**src/design/piecewise_linear_time_profile_core_defines.svh**
```systemverilog
// ----------------------------------------------------------------------------
// Piecewise-linear time profile core: assertion macros
// Concurrent assertion wrappers; empty when SYNTH is defined.
// ----------------------------------------------------------------------------
`ifndef PIECEWISE_LINEAR_TIME_PROFILE_CORE_DEFINES_SVH
`define PIECEWISE_LINEAR_TIME_PROFILE_CORE_DEFINES_SVH

`ifndef SYNTH
// Check a property on every clock edge outside reset.
`define PLT_ASSERT(lbl, clk, rst, prop) \
   lbl: assert property (@(posedge clk) disable iff (rst) prop) \
      else $error("plt: assertion failed");
// Check a property on every clock edge, reset included.
`define PLT_ASSERT_ALWAYS(lbl, clk, prop) \
   lbl: assert property (@(posedge clk) prop) \
      else $error("plt: assertion failed");
`else
`define PLT_ASSERT(lbl, clk, rst, prop)
`define PLT_ASSERT_ALWAYS(lbl, clk, prop)
`endif

`endif

```
**src/design/plt_pkg.sv**
```systemverilog
// ----------------------------------------------------------------------------
// Piecewise-linear time profile: shared package
// Field widths, register codes, command format between front and back.
// ----------------------------------------------------------------------------
package plt_pkg;

   localparam int TIME_W      = 32;
   localparam int FLOW_W      = 32;
   localparam int FLUX_W      = 36;
   localparam int GAIN_W      = 16;
   localparam int GAIN_FRAC   = 12;
   localparam int COUNT_W     = 5;
   localparam int ENTRY_IDX_W = 4;
   localparam int FRAC_BITS   = 16;
   localparam int QUOT_W      = FRAC_BITS + 1;
   localparam int DIV_CNT_W   = 5;

   localparam int CSR_INDEX_W = 2;
   localparam int CSR_DATA_W  = 32;

   localparam int TABLE_DEPTH_DEFAULT = 16;
   // Power of two, so the queue pointers wrap on their own.
   localparam int QUEUE_DEPTH = 2;

   localparam logic [TIME_W-1:0]  ONSET_RESET = '0;
   localparam logic [COUNT_W-1:0] COUNT_RESET = 5'd2;
   localparam logic [GAIN_W-1:0]  GAIN_RESET  = 16'd4096;

   typedef enum logic [CSR_INDEX_W-1:0] {
      CSR_ONSET = 2'd0,
      CSR_COUNT = 2'd1,
      CSR_GAIN  = 2'd2
   } csr_index_type;

   localparam logic REQ_LOAD  = 1'b0;
   localparam logic REQ_QUERY = 1'b1;

   typedef enum logic [1:0] {
      OP_WRITE = 2'd0,
      OP_ZERO  = 2'd1,
      OP_QUERY = 2'd2
   } op_type;

   // tval holds the breakpoint time for writes and the elapsed time for queries.
   typedef struct packed {
      op_type                 op;
      logic [ENTRY_IDX_W-1:0] idx;
      logic [TIME_W-1:0]      tval;
      logic [FLOW_W-1:0]      flow;
   } cmd_type;

endpackage

```
**src/design/plt_channels.sv**
```systemverilog
// ----------------------------------------------------------------------------
// Piecewise-linear time profile: channel interfaces
// Request, response and register-write channels with valid/ready.
// ----------------------------------------------------------------------------
interface plt_req_if;
   logic                                 valid;
   logic                                 ready;
   logic                                 req_type;
   logic [plt_pkg::ENTRY_IDX_W-1:0]      entry_index;
   logic [plt_pkg::TIME_W-1:0]           entry_time;
   logic [plt_pkg::FLOW_W-1:0]           entry_flow;
   logic [plt_pkg::TIME_W-1:0]           query_time;

   modport source (output valid, req_type, entry_index, entry_time, entry_flow,
                   query_time, input ready);
   modport sink   (input valid, req_type, entry_index, entry_time, entry_flow,
                   query_time, output ready);
endinterface

interface plt_rsp_if;
   logic                        valid;
   logic                        ready;
   logic [plt_pkg::FLUX_W-1:0]  flux_value;
   logic                        in_window;

   modport source (output valid, flux_value, in_window, input ready);
   modport sink   (input valid, flux_value, in_window, output ready);
endinterface

interface plt_csr_if;
   logic                             valid;
   logic                             ready;
   logic [plt_pkg::CSR_INDEX_W-1:0]  index;
   logic [plt_pkg::CSR_DATA_W-1:0]   data;

   modport source (output valid, index, data, input ready);
   modport sink   (input valid, index, data, output ready);
endinterface

```
**src/design/plt_front.sv**
```systemverilog
// ----------------------------------------------------------------------------
// Piecewise-linear time profile: front end
// Classify each request and form the elapsed time before queuing it.
// ----------------------------------------------------------------------------
module plt_front #(
   parameter int TABLE_DEPTH = plt_pkg::TABLE_DEPTH_DEFAULT
) (
   plt_req_if.sink                     req_ch,
   input  logic [plt_pkg::TIME_W-1:0]  onset_time,
   output logic                        push_valid,
   input  logic                        push_ready,
   output plt_pkg::cmd_type            push_cmd
);

   logic [31:0]                 idx_wide;
   logic                        idx_ok;
   logic                        before_onset;
   logic [plt_pkg::TIME_W-1:0]  elapsed;

   assign idx_wide     = 32'(req_ch.entry_index);
   assign idx_ok       = idx_wide < 32'(TABLE_DEPTH);
   assign before_onset = req_ch.query_time < onset_time;
   assign elapsed      = req_ch.query_time - onset_time;

   assign push_valid   = req_ch.valid;
   assign req_ch.ready = push_ready;

   always_comb begin
      push_cmd.idx  = req_ch.entry_index;
      push_cmd.flow = req_ch.entry_flow;
      if (req_ch.req_type == plt_pkg::REQ_LOAD) begin
         // Drop writes past the table, but still answer them.
         push_cmd.op   = idx_ok ? plt_pkg::OP_WRITE : plt_pkg::OP_ZERO;
         push_cmd.tval = req_ch.entry_time;
      end else begin
         push_cmd.op   = before_onset ? plt_pkg::OP_ZERO : plt_pkg::OP_QUERY;
         push_cmd.tval = elapsed;
      end
   end

endmodule

```
**src/design/plt_cmd_queue.sv**
```systemverilog
// ----------------------------------------------------------------------------
// Piecewise-linear time profile: command queue
// Short FIFO that decouples the front end from the sequencer.
// ----------------------------------------------------------------------------
module plt_cmd_queue (
   input  logic              clock,
   input  logic              reset,
   input  logic              push_valid,
   output logic              push_ready,
   input  plt_pkg::cmd_type  push_cmd,
   output logic              pop_valid,
   input  logic              pop_ready,
   output plt_pkg::cmd_type  pop_cmd
);

   localparam int PTR_W = $clog2(plt_pkg::QUEUE_DEPTH);
   localparam int CNT_W = $clog2(plt_pkg::QUEUE_DEPTH + 1);

   plt_pkg::cmd_type   slots_ff [plt_pkg::QUEUE_DEPTH];
   logic [PTR_W-1:0]   wr_ptr_ff, wr_ptr_in;
   logic [PTR_W-1:0]   rd_ptr_ff, rd_ptr_in;
   logic [CNT_W-1:0]   count_ff, count_in;
   logic               do_push, do_pop;

   assign push_ready = count_ff != CNT_W'(plt_pkg::QUEUE_DEPTH);
   assign pop_valid  = count_ff != '0;
   assign pop_cmd    = slots_ff[rd_ptr_ff];
   assign do_push    = push_valid && push_ready;
   assign do_pop     = pop_valid && pop_ready;

   always_comb begin
      wr_ptr_in = do_push ? wr_ptr_ff + PTR_W'(1) : wr_ptr_ff;
      rd_ptr_in = do_pop  ? rd_ptr_ff + PTR_W'(1) : rd_ptr_ff;
      count_in  = count_ff;
      if (do_push && !do_pop) begin
         count_in = count_ff + CNT_W'(1);
      end else if (do_pop && !do_push) begin
         count_in = count_ff - CNT_W'(1);
      end
   end

   always_ff @(posedge clock) begin
      if (reset) begin
         wr_ptr_ff <= '0;
         rd_ptr_ff <= '0;
         count_ff  <= '0;
      end else begin
         wr_ptr_ff <= wr_ptr_in;
         rd_ptr_ff <= rd_ptr_in;
         count_ff  <= count_in;
      end
   end

   always_ff @(posedge clock) begin
      if (do_push) begin
         slots_ff[wr_ptr_ff] <= push_cmd;
      end
   end

endmodule

```
**src/design/plt_back.sv**
```systemverilog
// ----------------------------------------------------------------------------
// Piecewise-linear time profile: back end
// Breakpoint memory, segment search, serial divide, blend, gain, response.
// ----------------------------------------------------------------------------
`include "piecewise_linear_time_profile_core_defines.svh"

module plt_back #(
   parameter int TABLE_DEPTH = plt_pkg::TABLE_DEPTH_DEFAULT
) (
   input  logic                         clock,
   input  logic                         reset,
   input  logic                         pop_valid,
   output logic                         pop_ready,
   input  plt_pkg::cmd_type             pop_cmd,
   input  logic [plt_pkg::COUNT_W-1:0]  table_count,
   input  logic [plt_pkg::GAIN_W-1:0]   emission_gain,
   plt_rsp_if.source                    rsp_ch
);

   localparam int IDX_W  = (TABLE_DEPTH > 1) ? $clog2(TABLE_DEPTH) : 1;
   localparam int CNT_W  = $clog2(TABLE_DEPTH + 1);
   localparam int CMP_W  = (CNT_W > plt_pkg::COUNT_W) ? CNT_W : plt_pkg::COUNT_W;
   localparam int TW     = plt_pkg::TIME_W;
   localparam int FW     = plt_pkg::FLOW_W;
   localparam int WORD_W = TW + FW;
   localparam int QW     = plt_pkg::QUOT_W;
   localparam int PROD_W = FW + 1 + QW + 1;
   localparam int GP_W   = FW + plt_pkg::GAIN_W;
   localparam logic [QW-1:0] FRAC_ONE = QW'(1) << plt_pkg::FRAC_BITS;

   typedef enum logic [8:0] {
      S_IDLE   = 9'b000000001,
      S_LAST   = 9'b000000010,
      S_SCAN   = 9'b000000100,
      S_FETCH  = 9'b000001000,
      S_DIV    = 9'b000010000,
      S_INTERP = 9'b000100000,
      S_BLEND  = 9'b001000000,
      S_GAIN   = 9'b010000000,
      S_EMIT   = 9'b100000000
   } state_type;

   logic [WORD_W-1:0] mem [TABLE_DEPTH];
   logic [WORD_W-1:0] rd_data_ff;
   logic [IDX_W-1:0]  rd_addr, wr_addr;
   logic              wr_en;
   logic [TW-1:0]     rd_time;
   logic [FW-1:0]     rd_flow;

   state_type                    state_ff, state_in;
   logic [TW-1:0]                e_ff, e_in;
   logic [IDX_W-1:0]             h_ff, h_in;
   logic [TW-1:0]                t1_ff, t1_in;
   logic [FW-1:0]                f1_ff, f1_in;
   logic [FW-1:0]                f0_ff, f0_in;
   logic signed [FW:0]           diff_ff, diff_in;
   logic [TW-1:0]                div_ff, div_in;
   logic [TW-1:0]                rem_ff, rem_in;
   logic [QW-1:0]                bits_ff, bits_in;
   logic [QW-1:0]                quot_ff, quot_in;
   logic [plt_pkg::DIV_CNT_W-1:0] cnt_ff, cnt_in;
   logic signed [PROD_W-1:0]     prod_ff, prod_in;
   logic [FW-1:0]                flow_ff, flow_in;
   logic [plt_pkg::FLUX_W-1:0]   res_flux_ff, res_flux_in;
   logic                         res_win_ff, res_win_in;
   logic                         rsp_valid_ff, rsp_valid_in;
   logic [plt_pkg::FLUX_W-1:0]   rsp_flux_ff, rsp_flux_in;
   logic                         rsp_win_ff, rsp_win_in;

   logic [CMP_W-1:0]   count_wide, n_wide;
   logic [CNT_W-1:0]   n, n_m1, h_plus2;
   logic [IDX_W-1:0]   last_addr;
   logic [31:0]        wr_idx_wide;
   logic               advance;
   logic [TW:0]        shifted, shifted_sub;
   logic [TW-1:0]      span;
   logic [QW-1:0]      frac;
   logic signed [PROD_W-1:0] prod_mul, blend_sum;
   logic [GP_W-1:0]    gain_prod;

   // Entries in use, clamped to 2..TABLE_DEPTH.
   assign count_wide = CMP_W'(table_count);
   assign n_wide     = (count_wide < CMP_W'(2)) ? CMP_W'(2) :
                       (count_wide > CMP_W'(TABLE_DEPTH)) ? CMP_W'(TABLE_DEPTH) : count_wide;
   assign n          = n_wide[CNT_W-1:0];
   assign n_m1       = n - CNT_W'(1);
   assign last_addr  = n_m1[IDX_W-1:0];

   assign rd_time     = rd_data_ff[WORD_W-1:FW];
   assign rd_flow     = rd_data_ff[FW-1:0];
   assign wr_idx_wide = 32'(pop_cmd.idx);
   assign wr_addr     = wr_idx_wide[IDX_W-1:0];

   assign h_plus2  = CNT_W'(h_ff) + CNT_W'(2);
   assign advance  = (h_plus2 < n) && (rd_time < e_ff);

   assign span        = e_ff - rd_time;
   assign shifted     = {rem_ff, bits_ff[QW-1]};
   assign shifted_sub = shifted - {1'b0, div_ff};

   assign frac      = (quot_ff > FRAC_ONE) ? FRAC_ONE : quot_ff;
   assign prod_mul  = diff_ff * $signed({1'b0, frac});
   assign blend_sum = $signed({{(PROD_W - FW){1'b0}}, f0_ff})
                      + (prod_ff >>> plt_pkg::FRAC_BITS);
   assign gain_prod = GP_W'(flow_ff) * GP_W'(emission_gain);

   assign pop_ready         = state_ff == S_IDLE;
   assign rsp_ch.valid      = rsp_valid_ff;
   assign rsp_ch.flux_value = rsp_flux_ff;
   assign rsp_ch.in_window  = rsp_win_ff;

   always_comb begin
      state_in     = state_ff;
      e_in         = e_ff;
      h_in         = h_ff;
      t1_in        = t1_ff;
      f1_in        = f1_ff;
      f0_in        = f0_ff;
      diff_in      = diff_ff;
      div_in       = div_ff;
      rem_in       = rem_ff;
      bits_in      = bits_ff;
      quot_in      = quot_ff;
      cnt_in       = cnt_ff;
      prod_in      = prod_ff;
      flow_in      = flow_ff;
      res_flux_in  = res_flux_ff;
      res_win_in   = res_win_ff;
      rsp_valid_in = rsp_valid_ff && !rsp_ch.ready;
      rsp_flux_in  = rsp_flux_ff;
      rsp_win_in   = rsp_win_ff;
      rd_addr      = '0;
      wr_en        = 1'b0;

      unique case (state_ff)
         S_IDLE: begin
            if (pop_valid) begin
               res_flux_in = '0;
               res_win_in  = 1'b0;
               unique case (pop_cmd.op)
                  plt_pkg::OP_WRITE: begin
                     wr_en    = 1'b1;
                     state_in = S_EMIT;
                  end
                  plt_pkg::OP_QUERY: begin
                     e_in     = pop_cmd.tval;
                     rd_addr  = last_addr;
                     state_in = S_LAST;
                  end
                  default: begin
                     state_in = S_EMIT;
                  end
               endcase
            end
         end
         S_LAST: begin
            if (e_ff > rd_time) begin
               state_in = S_EMIT;
            end else begin
               h_in     = '0;
               rd_addr  = IDX_W'(1);
               state_in = S_SCAN;
            end
         end
         S_SCAN: begin
            if (advance) begin
               h_in    = h_ff + IDX_W'(1);
               rd_addr = h_plus2[IDX_W-1:0];
            end else begin
               t1_in    = rd_time;
               f1_in    = rd_flow;
               rd_addr  = h_ff;
               state_in = S_FETCH;
            end
         end
         S_FETCH: begin
            f0_in   = rd_flow;
            diff_in = $signed({1'b0, f1_ff}) - $signed({1'b0, rd_flow});
            if ((e_ff < rd_time) || (t1_ff <= rd_time)) begin
               flow_in  = rd_flow;
               state_in = S_GAIN;
            end else begin
               div_in   = t1_ff - rd_time;
               rem_in   = {1'b0, span[TW-1:1]};
               bits_in  = {span[0], {plt_pkg::FRAC_BITS{1'b0}}};
               quot_in  = '0;
               cnt_in   = plt_pkg::DIV_CNT_W'(plt_pkg::FRAC_BITS);
               state_in = S_DIV;
            end
         end
         S_DIV: begin
            if (shifted >= {1'b0, div_ff}) begin
               rem_in  = shifted_sub[TW-1:0];
               quot_in = {quot_ff[QW-2:0], 1'b1};
            end else begin
               rem_in  = shifted[TW-1:0];
               quot_in = {quot_ff[QW-2:0], 1'b0};
            end
            bits_in = bits_ff << 1;
            if (cnt_ff == '0) begin
               state_in = S_INTERP;
            end else begin
               cnt_in = cnt_ff - plt_pkg::DIV_CNT_W'(1);
            end
         end
         S_INTERP: begin
            prod_in  = prod_mul;
            state_in = S_BLEND;
         end
         S_BLEND: begin
            flow_in  = blend_sum[FW-1:0];
            state_in = S_GAIN;
         end
         S_GAIN: begin
            // The top bits of the product are exactly the flux width.
            res_flux_in = gain_prod[GP_W-1:plt_pkg::GAIN_FRAC];
            res_win_in  = 1'b1;
            state_in    = S_EMIT;
         end
         S_EMIT: begin
            if (!rsp_valid_ff || rsp_ch.ready) begin
               rsp_valid_in = 1'b1;
               rsp_flux_in  = res_flux_ff;
               rsp_win_in   = res_win_ff;
               state_in     = S_IDLE;
            end
         end
         default: begin
            state_in = S_IDLE;
         end
      endcase
   end

   always_ff @(posedge clock) begin
      if (reset) begin
         state_ff     <= S_IDLE;
         rsp_valid_ff <= 1'b0;
      end else begin
         state_ff     <= state_in;
         rsp_valid_ff <= rsp_valid_in;
      end
   end

   always_ff @(posedge clock) begin
      e_ff        <= e_in;
      h_ff        <= h_in;
      t1_ff       <= t1_in;
      f1_ff       <= f1_in;
      f0_ff       <= f0_in;
      diff_ff     <= diff_in;
      div_ff      <= div_in;
      rem_ff      <= rem_in;
      bits_ff     <= bits_in;
      quot_ff     <= quot_in;
      cnt_ff      <= cnt_in;
      prod_ff     <= prod_in;
      flow_ff     <= flow_in;
      res_flux_ff <= res_flux_in;
      res_win_ff  <= res_win_in;
      rsp_flux_ff <= rsp_flux_in;
      rsp_win_ff  <= rsp_win_in;
   end

   always_ff @(posedge clock) begin
      if (wr_en) begin
         mem[wr_addr] <= {pop_cmd.tval, pop_cmd.flow};
      end
      rd_data_ff <= mem[rd_addr];
   end

   `PLT_ASSERT(a_frac_bounded, clock, reset, (state_ff == S_INTERP) |-> (quot_ff <= FRAC_ONE))
   `PLT_ASSERT(a_scan_in_table, clock, reset, (state_ff == S_SCAN) |-> ((CNT_W'(h_ff) + CNT_W'(1)) < n))
   `PLT_ASSERT(a_flow_between, clock, reset, (state_ff == S_GAIN) |-> ((flow_ff >= f0_ff && flow_ff <= f1_ff) || (flow_ff <= f0_ff && flow_ff >= f1_ff)))

endmodule

```
**src/design/piecewise_linear_time_profile_core.sv**
```systemverilog
// ----------------------------------------------------------------------------
// Piecewise-linear time profile core
// Breakpoint table load and linear interpolation of an emission flow over
// time, scaled by a gain.
// ----------------------------------------------------------------------------
//
//   channel  direction  handshake     payload
//   req_ch   in         valid/ready   req_type, entry_index, entry_time,
//                                     entry_flow, query_time
//   rsp_ch   out        valid/ready   flux_value, in_window
//   csr_ch   in         valid/ready   index, data (always ready)
//
// Sequence: a load or a query before onset goes straight to the response;
//   a query past the last breakpoint answers after reading that entry; an
//   interpolating query searches the segment over the single memory read
//   port, then runs the restoring divide of the fraction, the blend and the
//   gain.
// Reset: synchronous, clears the control state and loads the register
//   defaults; the table holds nothing meaningful until its entries are written.
// Stalls: a two-entry command queue keeps req_ch accepting while the back end
//   works, until the queue is full; the response register holds one response
//   while rsp_ch stalls, so the sequencer waits in S_EMIT only for a second one.
module piecewise_linear_time_profile_core #(
   parameter int TABLE_DEPTH = plt_pkg::TABLE_DEPTH_DEFAULT
) (
   input  logic        clock,
   input  logic        reset,
   plt_req_if.sink     req_ch,
   plt_rsp_if.source   rsp_ch,
   plt_csr_if.sink     csr_ch
);

   // Configuration registers; the user must write them only while the core is idle (not enforced here).
   logic [plt_pkg::TIME_W-1:0]   onset_ff, onset_in;
   logic [plt_pkg::COUNT_W-1:0]  count_ff, count_in;
   logic [plt_pkg::GAIN_W-1:0]   gain_ff, gain_in;

   // Front-to-queue and queue-to-back command paths.
   logic              push_valid, push_ready;
   plt_pkg::cmd_type  push_cmd;
   logic              pop_valid, pop_ready;
   plt_pkg::cmd_type  pop_cmd;

   assign csr_ch.ready = 1'b1;

   // Decode the register write; drop writes to unknown indexes.
   always_comb begin
      onset_in = onset_ff;
      count_in = count_ff;
      gain_in  = gain_ff;
      if (csr_ch.valid) begin
         unique case (csr_ch.index)
            plt_pkg::CSR_ONSET: onset_in = csr_ch.data[plt_pkg::TIME_W-1:0];
            plt_pkg::CSR_COUNT: count_in = csr_ch.data[plt_pkg::COUNT_W-1:0];
            plt_pkg::CSR_GAIN:  gain_in  = csr_ch.data[plt_pkg::GAIN_W-1:0];
            default: begin
            end
         endcase
      end
   end

   always_ff @(posedge clock) begin
      if (reset) begin
         onset_ff <= plt_pkg::ONSET_RESET;
         count_ff <= plt_pkg::COUNT_RESET;
         gain_ff  <= plt_pkg::GAIN_RESET;
      end else begin
         onset_ff <= onset_in;
         count_ff <= count_in;
         gain_ff  <= gain_in;
      end
   end

   // Classify requests, form elapsed time against onset.
   plt_front #(
      .TABLE_DEPTH (TABLE_DEPTH)
   ) u_front (
      .req_ch     (req_ch),
      .onset_time (onset_ff),
      .push_valid (push_valid),
      .push_ready (push_ready),
      .push_cmd   (push_cmd)
   );

   // Hold classified commands so either side can stall on its own.
   plt_cmd_queue u_queue (
      .clock      (clock),
      .reset      (reset),
      .push_valid (push_valid),
      .push_ready (push_ready),
      .push_cmd   (push_cmd),
      .pop_valid  (pop_valid),
      .pop_ready  (pop_ready),
      .pop_cmd    (pop_cmd)
   );

   // Write the table, search, divide, blend, scale, and respond.
   plt_back #(
      .TABLE_DEPTH (TABLE_DEPTH)
   ) u_back (
      .clock         (clock),
      .reset         (reset),
      .pop_valid     (pop_valid),
      .pop_ready     (pop_ready),
      .pop_cmd       (pop_cmd),
      .table_count   (count_ff),
      .emission_gain (gain_ff),
      .rsp_ch        (rsp_ch)
   );

endmodule
```
**src/flat_wrapper.sv**
```systemverilog
// flat-port wrapper written by rule: the top's interface ports become plain ports
module piecewise_linear_time_profile_core_flat 
#(
   parameter int TABLE_DEPTH = plt_pkg::TABLE_DEPTH_DEFAULT
)
  (clock, reset, req_ch_valid, req_ch_req_type, req_ch_entry_index, req_ch_entry_time, req_ch_entry_flow, req_ch_query_time, req_ch_ready, rsp_ch_valid, rsp_ch_flux_value, rsp_ch_in_window, rsp_ch_ready, csr_ch_valid, csr_ch_index, csr_ch_data, csr_ch_ready);
  plt_req_if req_ch_i ();
  plt_rsp_if rsp_ch_i ();
  plt_csr_if csr_ch_i ();
  input  logic clock;
  input  logic reset;
  input wire logic [$bits(req_ch_i.valid)-1:0] req_ch_valid;
  input wire logic [$bits(req_ch_i.req_type)-1:0] req_ch_req_type;
  input wire logic [$bits(req_ch_i.entry_index)-1:0] req_ch_entry_index;
  input wire logic [$bits(req_ch_i.entry_time)-1:0] req_ch_entry_time;
  input wire logic [$bits(req_ch_i.entry_flow)-1:0] req_ch_entry_flow;
  input wire logic [$bits(req_ch_i.query_time)-1:0] req_ch_query_time;
  output wire logic [$bits(req_ch_i.ready)-1:0] req_ch_ready;
  output wire logic [$bits(rsp_ch_i.valid)-1:0] rsp_ch_valid;
  output wire logic [$bits(rsp_ch_i.flux_value)-1:0] rsp_ch_flux_value;
  output wire logic [$bits(rsp_ch_i.in_window)-1:0] rsp_ch_in_window;
  input wire logic [$bits(rsp_ch_i.ready)-1:0] rsp_ch_ready;
  input wire logic [$bits(csr_ch_i.valid)-1:0] csr_ch_valid;
  input wire logic [$bits(csr_ch_i.index)-1:0] csr_ch_index;
  input wire logic [$bits(csr_ch_i.data)-1:0] csr_ch_data;
  output wire logic [$bits(csr_ch_i.ready)-1:0] csr_ch_ready;
  assign req_ch_i.valid = req_ch_valid;
  assign req_ch_i.req_type = req_ch_req_type;
  assign req_ch_i.entry_index = req_ch_entry_index;
  assign req_ch_i.entry_time = req_ch_entry_time;
  assign req_ch_i.entry_flow = req_ch_entry_flow;
  assign req_ch_i.query_time = req_ch_query_time;
  assign req_ch_ready = req_ch_i.ready;
  assign rsp_ch_valid = rsp_ch_i.valid;
  assign rsp_ch_flux_value = rsp_ch_i.flux_value;
  assign rsp_ch_in_window = rsp_ch_i.in_window;
  assign rsp_ch_i.ready = rsp_ch_ready;
  assign csr_ch_i.valid = csr_ch_valid;
  assign csr_ch_i.index = csr_ch_index;
  assign csr_ch_i.data = csr_ch_data;
  assign csr_ch_ready = csr_ch_i.ready;
  piecewise_linear_time_profile_core #(.TABLE_DEPTH(TABLE_DEPTH)) u_core (.clock(clock), .reset(reset), .req_ch(req_ch_i), .rsp_ch(rsp_ch_i), .csr_ch(csr_ch_i));
endmodule
```
**config.mk**
```make
export PLATFORM = sky130hd
export DESIGN_NAME = piecewise_linear_time_profile_core_flat
export DESIGN_NICKNAME = d
export VERILOG_FILES = /design/src/design/plt_pkg.sv /design/src/design/plt_channels.sv /design/src/design/plt_front.sv /design/src/design/plt_cmd_queue.sv /design/src/design/plt_back.sv /design/src/design/piecewise_linear_time_profile_core.sv /design/src/flat_wrapper.sv
export VERILOG_INCLUDE_DIRS = /design/src /design/src/design
export SDC_FILE = /design/constraint.sdc
export NUM_CORES = 2
export LEC_CHECK = 0
export BUFFER_PORTS_ARGS = -buffer_cell sky130_fd_sc_hd__buf_2
export CORE_MARGIN = 2
export CORE_UTILIZATION = 30
export CTS_CLUSTER_DIAMETER = 120
export DETAILED_ROUTE_END_ITERATION = 7
export PLACE_DENSITY = 0.55
export SYNTH_ARGS = -nofsm -noshare
export SYNTH_HDL_FRONTEND = slang
export SYNTH_HIERARCHICAL = 1
export SYNTH_SLANG_ARGS = --single-unit
```
**constraint.sdc**
```tcl
create_clock -name clock -period 8.3 [get_ports clock]
set_clock_uncertainty 0.2 [all_clocks]
set_input_delay 0.83 -clock clock [delete_from_list [all_inputs] [get_ports clock]]
set_output_delay 0.83 -clock clock [all_outputs]
set_load 0.01 [all_outputs]
```
==> impl_results.md <==
* Largest area contributor in the netlist: edfxtp_1
* Peak Freq at between 100 and 150 MHz
* Filler cells at 35300
* Critical Path AT at between 8000 and 9000 ps
* PD cells at approximately 200 nW/um^2
* Area of the multi-input gates at between 50000 and 60000 um^2
* Critical path peak fanout at 33
* Placed Cells at roughly 14000
* CP endpoint kind: flip-flop
* Layout Nets at about 11000
* DR vias at between 70000 and 80000
* Num CTS Buffers at between 150 and 200
* 1st-iter DRT viols at roughly 5500
* Slowest stage cell, crit path: fa_1
* Vias in the first global route at 73400
* Post-synth top area share at 0.437
* Grt ovf at 0
* Core Area at around 360000 um^2
* Syn Inst Count at 9195
* Metal3 WL at 15000 um
* Setup TNS at 0 ps
* H-tree levels at 4
* Mapped Nets at approximately 11000
* Post-route ant nets at 0
* Initial antenna violation count at 28
* Pin count of the biggest net entering global routing at 145
* DR DRC count at 0
* CTS root buf: clkbuf_16
* Syn-to-layout area delta at 12.1%
* Bufs on Longest Clock Path at 4
* CP Launch Type: flip-flop
* Placer Congestion at just under 0.9
* Minimum clock period at 7940 ps
* Ys async rst share at 0
* Setup Crit Path Kind: reg -> reg
* Initial core utilization at 0.301
* Wl on met1 at between 100000 and 150000 um
* Cell Area, Synth at ~110000 um^2
* Seq/Total Area, Yosys at 0.462
* Top_reg_cell synth: edfxtp_1
* Status: finished clean
* CTS tree: done
* CP peak stage delay at between 500 and 600 ps
* Post-synth top cells: 1554 x edfxtp_1, 1221 x nand2_1, 1203 x inv_1, 937 x fa_1, 551 x and2_1
* Max-Cap Viols at 0
* Final Hold Fails at 0
* WP data required at roughly 8600 ps
* Register Area at between 40000 and 50000 um^2
* Top-count cell post-synth: edfxtp_1
* Routed wire length at between 200000 and 300000 um
* Max-slew violations at 0
* I/O pins at 180
* Top Metal Used: met5
* Post-Layout Cell Count at 14200
* Clk sink count at about 1700
* Reg clk slew, reported paths at roughly 60 ps
* Static Leak at around 0.046 uW
* Flops & latches, synth at between 1500 and 2000
* Worst Tran Pin Value at between 1000 and 1500 ps
* Worst Hold Class: in -> reg
* Syn_area_per_cell at 11.6 um^2
* First-pass GRT wire length at around 450000 um
* EDFF count, synth at around 1600
* Yosys Warn Count at 6
* DPL Wire Length at 199000 um
* Cell variety after synth at 92
* Slew HR at 0.180
* Global Route Usage Sum at 0.163
* # rows at approximately 220
* Clock latency at the later pin of the worst-skew pair at approximately 900 ps
* Initial DRT Pass Iterations at 6
* Die W at 601 um
* Top cells by area, synth: edfxtp_1 44%, fa_1 18%, ha_1 5.0%
* CP most frequent cell: fa_1
* Share of cells above drive strength 1 at 0.0843
* Metal2 WL at between 100000 and 150000 um
* PortBufs at 178
* Die H at around 600 um
* WHS at between 40 and 50 ps
* Post-DR vias/cell at just under 5
* Final number of setup-violating endpoints at 0
* Max VDD drop at around 0.17 mV
* Crit share post-route at 0.957
* Die area at approximately 360000 um^2
* Avg WL per Cell at 21.1 um
timing repair:
item                                    CTS  global route
hold buffers                             31             0
pin swaps                                 0             1
hold endpoints to repair                 62             0
endpoints found under the setup margin    2            16
gates resized for setup                   1            10
setup buffers                             0            11
routing by layer:
layer | up-vias | track usage
met5 | - | 0
met4 | 8 | 0.0460
met3 | 447 | 0.0176
met2 | 1952 | 0.283
met1 | 36200 | 0.213
li1 | 31600 | -
final timing paths:
path                                         startpoint                                      endpoint  slack [ps]  cells after the start
max             u_core/u_back/quot_ff[11]$_SDFFCE_PN0P_           u_core/u_back/prod_ff[44]$_DFFE_PP_         360                     27
min                               req_ch_entry_flow[21]      u_core/u_queue/slots_ff[0][21]$_DFFE_PP_          50                      1
max reg2reg     u_core/u_back/quot_ff[11]$_SDFFCE_PN0P_           u_core/u_back/prod_ff[44]$_DFFE_PP_         360                     27
min reg2reg  u_core/u_back/res_flux_ff[6]$_SDFFCE_PN0P_  u_core/u_back/rsp_ch.flux_value[6]$_DFFE_PP_         220                      0
kinds of logic after synthesis:
logic type	synth area share
and+or+nand+nor	0.129
buffers and inverters	0.0637
DFF	0.462
adders and majority gates	0.226
AOI/OAI and AO/OA	0.0863
xor gates and xnor gates	0.0193
muxes	0.0147
other	0.0000351
critical path, delay by kind of cell, from the launching register on:
| kind | cells | cell delay (ps) |
|---|---|---|
| buffers and inverters | 5 | 590 |
| flip-flops | 1 | 420 |
| AND/OR/NAND/NOR | 7 | 1320 |
| adder cells (fa/ha/maj) | 7 | 3430 |
| AO/OA/AOI/OAI | 8 | 1680 |
registers in the layout, indices dropped and copies added, names as in the netlist, 17 cells and up, named ones only:
register                         flops
u_core/u_back/rsp_ch.flux_value     36
u_core/u_back/f1_ff                 32
u_core/u_back/div_ff                32
u_core/u_back/mem                 1024
u_core/u_back/quot_ff               17
u_core/u_back/t1_ff                 32
u_core/u_back/diff_ff               33
u_core/u_back/flow_ff               32
u_core/u_back/prod_ff               32
u_core/u_back/res_flux_ff           36
u_core/u_queue/slots_ff            140
u_core/u_back/f0_ff                 32
u_core/u_back/rem_ff                32
u_core/u_back/e_ff                  32
u_core/u_back/rd_data_ff            64
u_core/onset_ff                     32
area by class of cell:
type | instances | area share
Timing Repair Buffer | 375 | 0.0247
Antenna cell | 11 | 0.000230
Tap cell | 4751 | 0.0496
Sequential cell | 1686 | 0.412
Multi-Input combinational cell | 5802 | 0.426
Clock inverter | 87 | 0.00725
Inverter | 1203 | 0.0377
Clock buffer | 251 | 0.0427
cell usage in the layout (no fill, tap or decap), drive strengths merged, types with 58 or more instances in the layout:
master,count
o21ai,143
dfxtp,132
and2,553
nand2,1224
nand2b,120
buf,344
a21o,111
mux2i,58
ha,427
nor3,74
and3,291
fa,937
xor2,96
xnor2,139
a211oi,304
edfxtp,1554
nor2,214
a21oi,237
inv,1212
clkbuf,251
or4,70
a311oi,258
mux2,88
per-stage QoR:
step | utilization | cell area [um^2] | total power (uW) | worst slack [ps]
finish | 0.337 | 120000 | 23800 | 360
global placement | 0.319 | 113000 | 15800 | 10.0
floorplan | - | 107000 | 14000 | 799
global route | 0.337 | 120000 | 24900 | -75.8
detailed placement | 0.319 | 113000 | 15900 | 2.91
CTS | 0.337 | 120000 | 24100 | 97.9
report_power, final:
part	internal (uW)	leakage [uW]	switching, uW	total [uW]
Combinational	1570	0.0281	3260	4830
Clock	4770	0.00292	3380	8140
Sequential	10600	0.0151	267	10900
(Power assumes the default switching activity.)
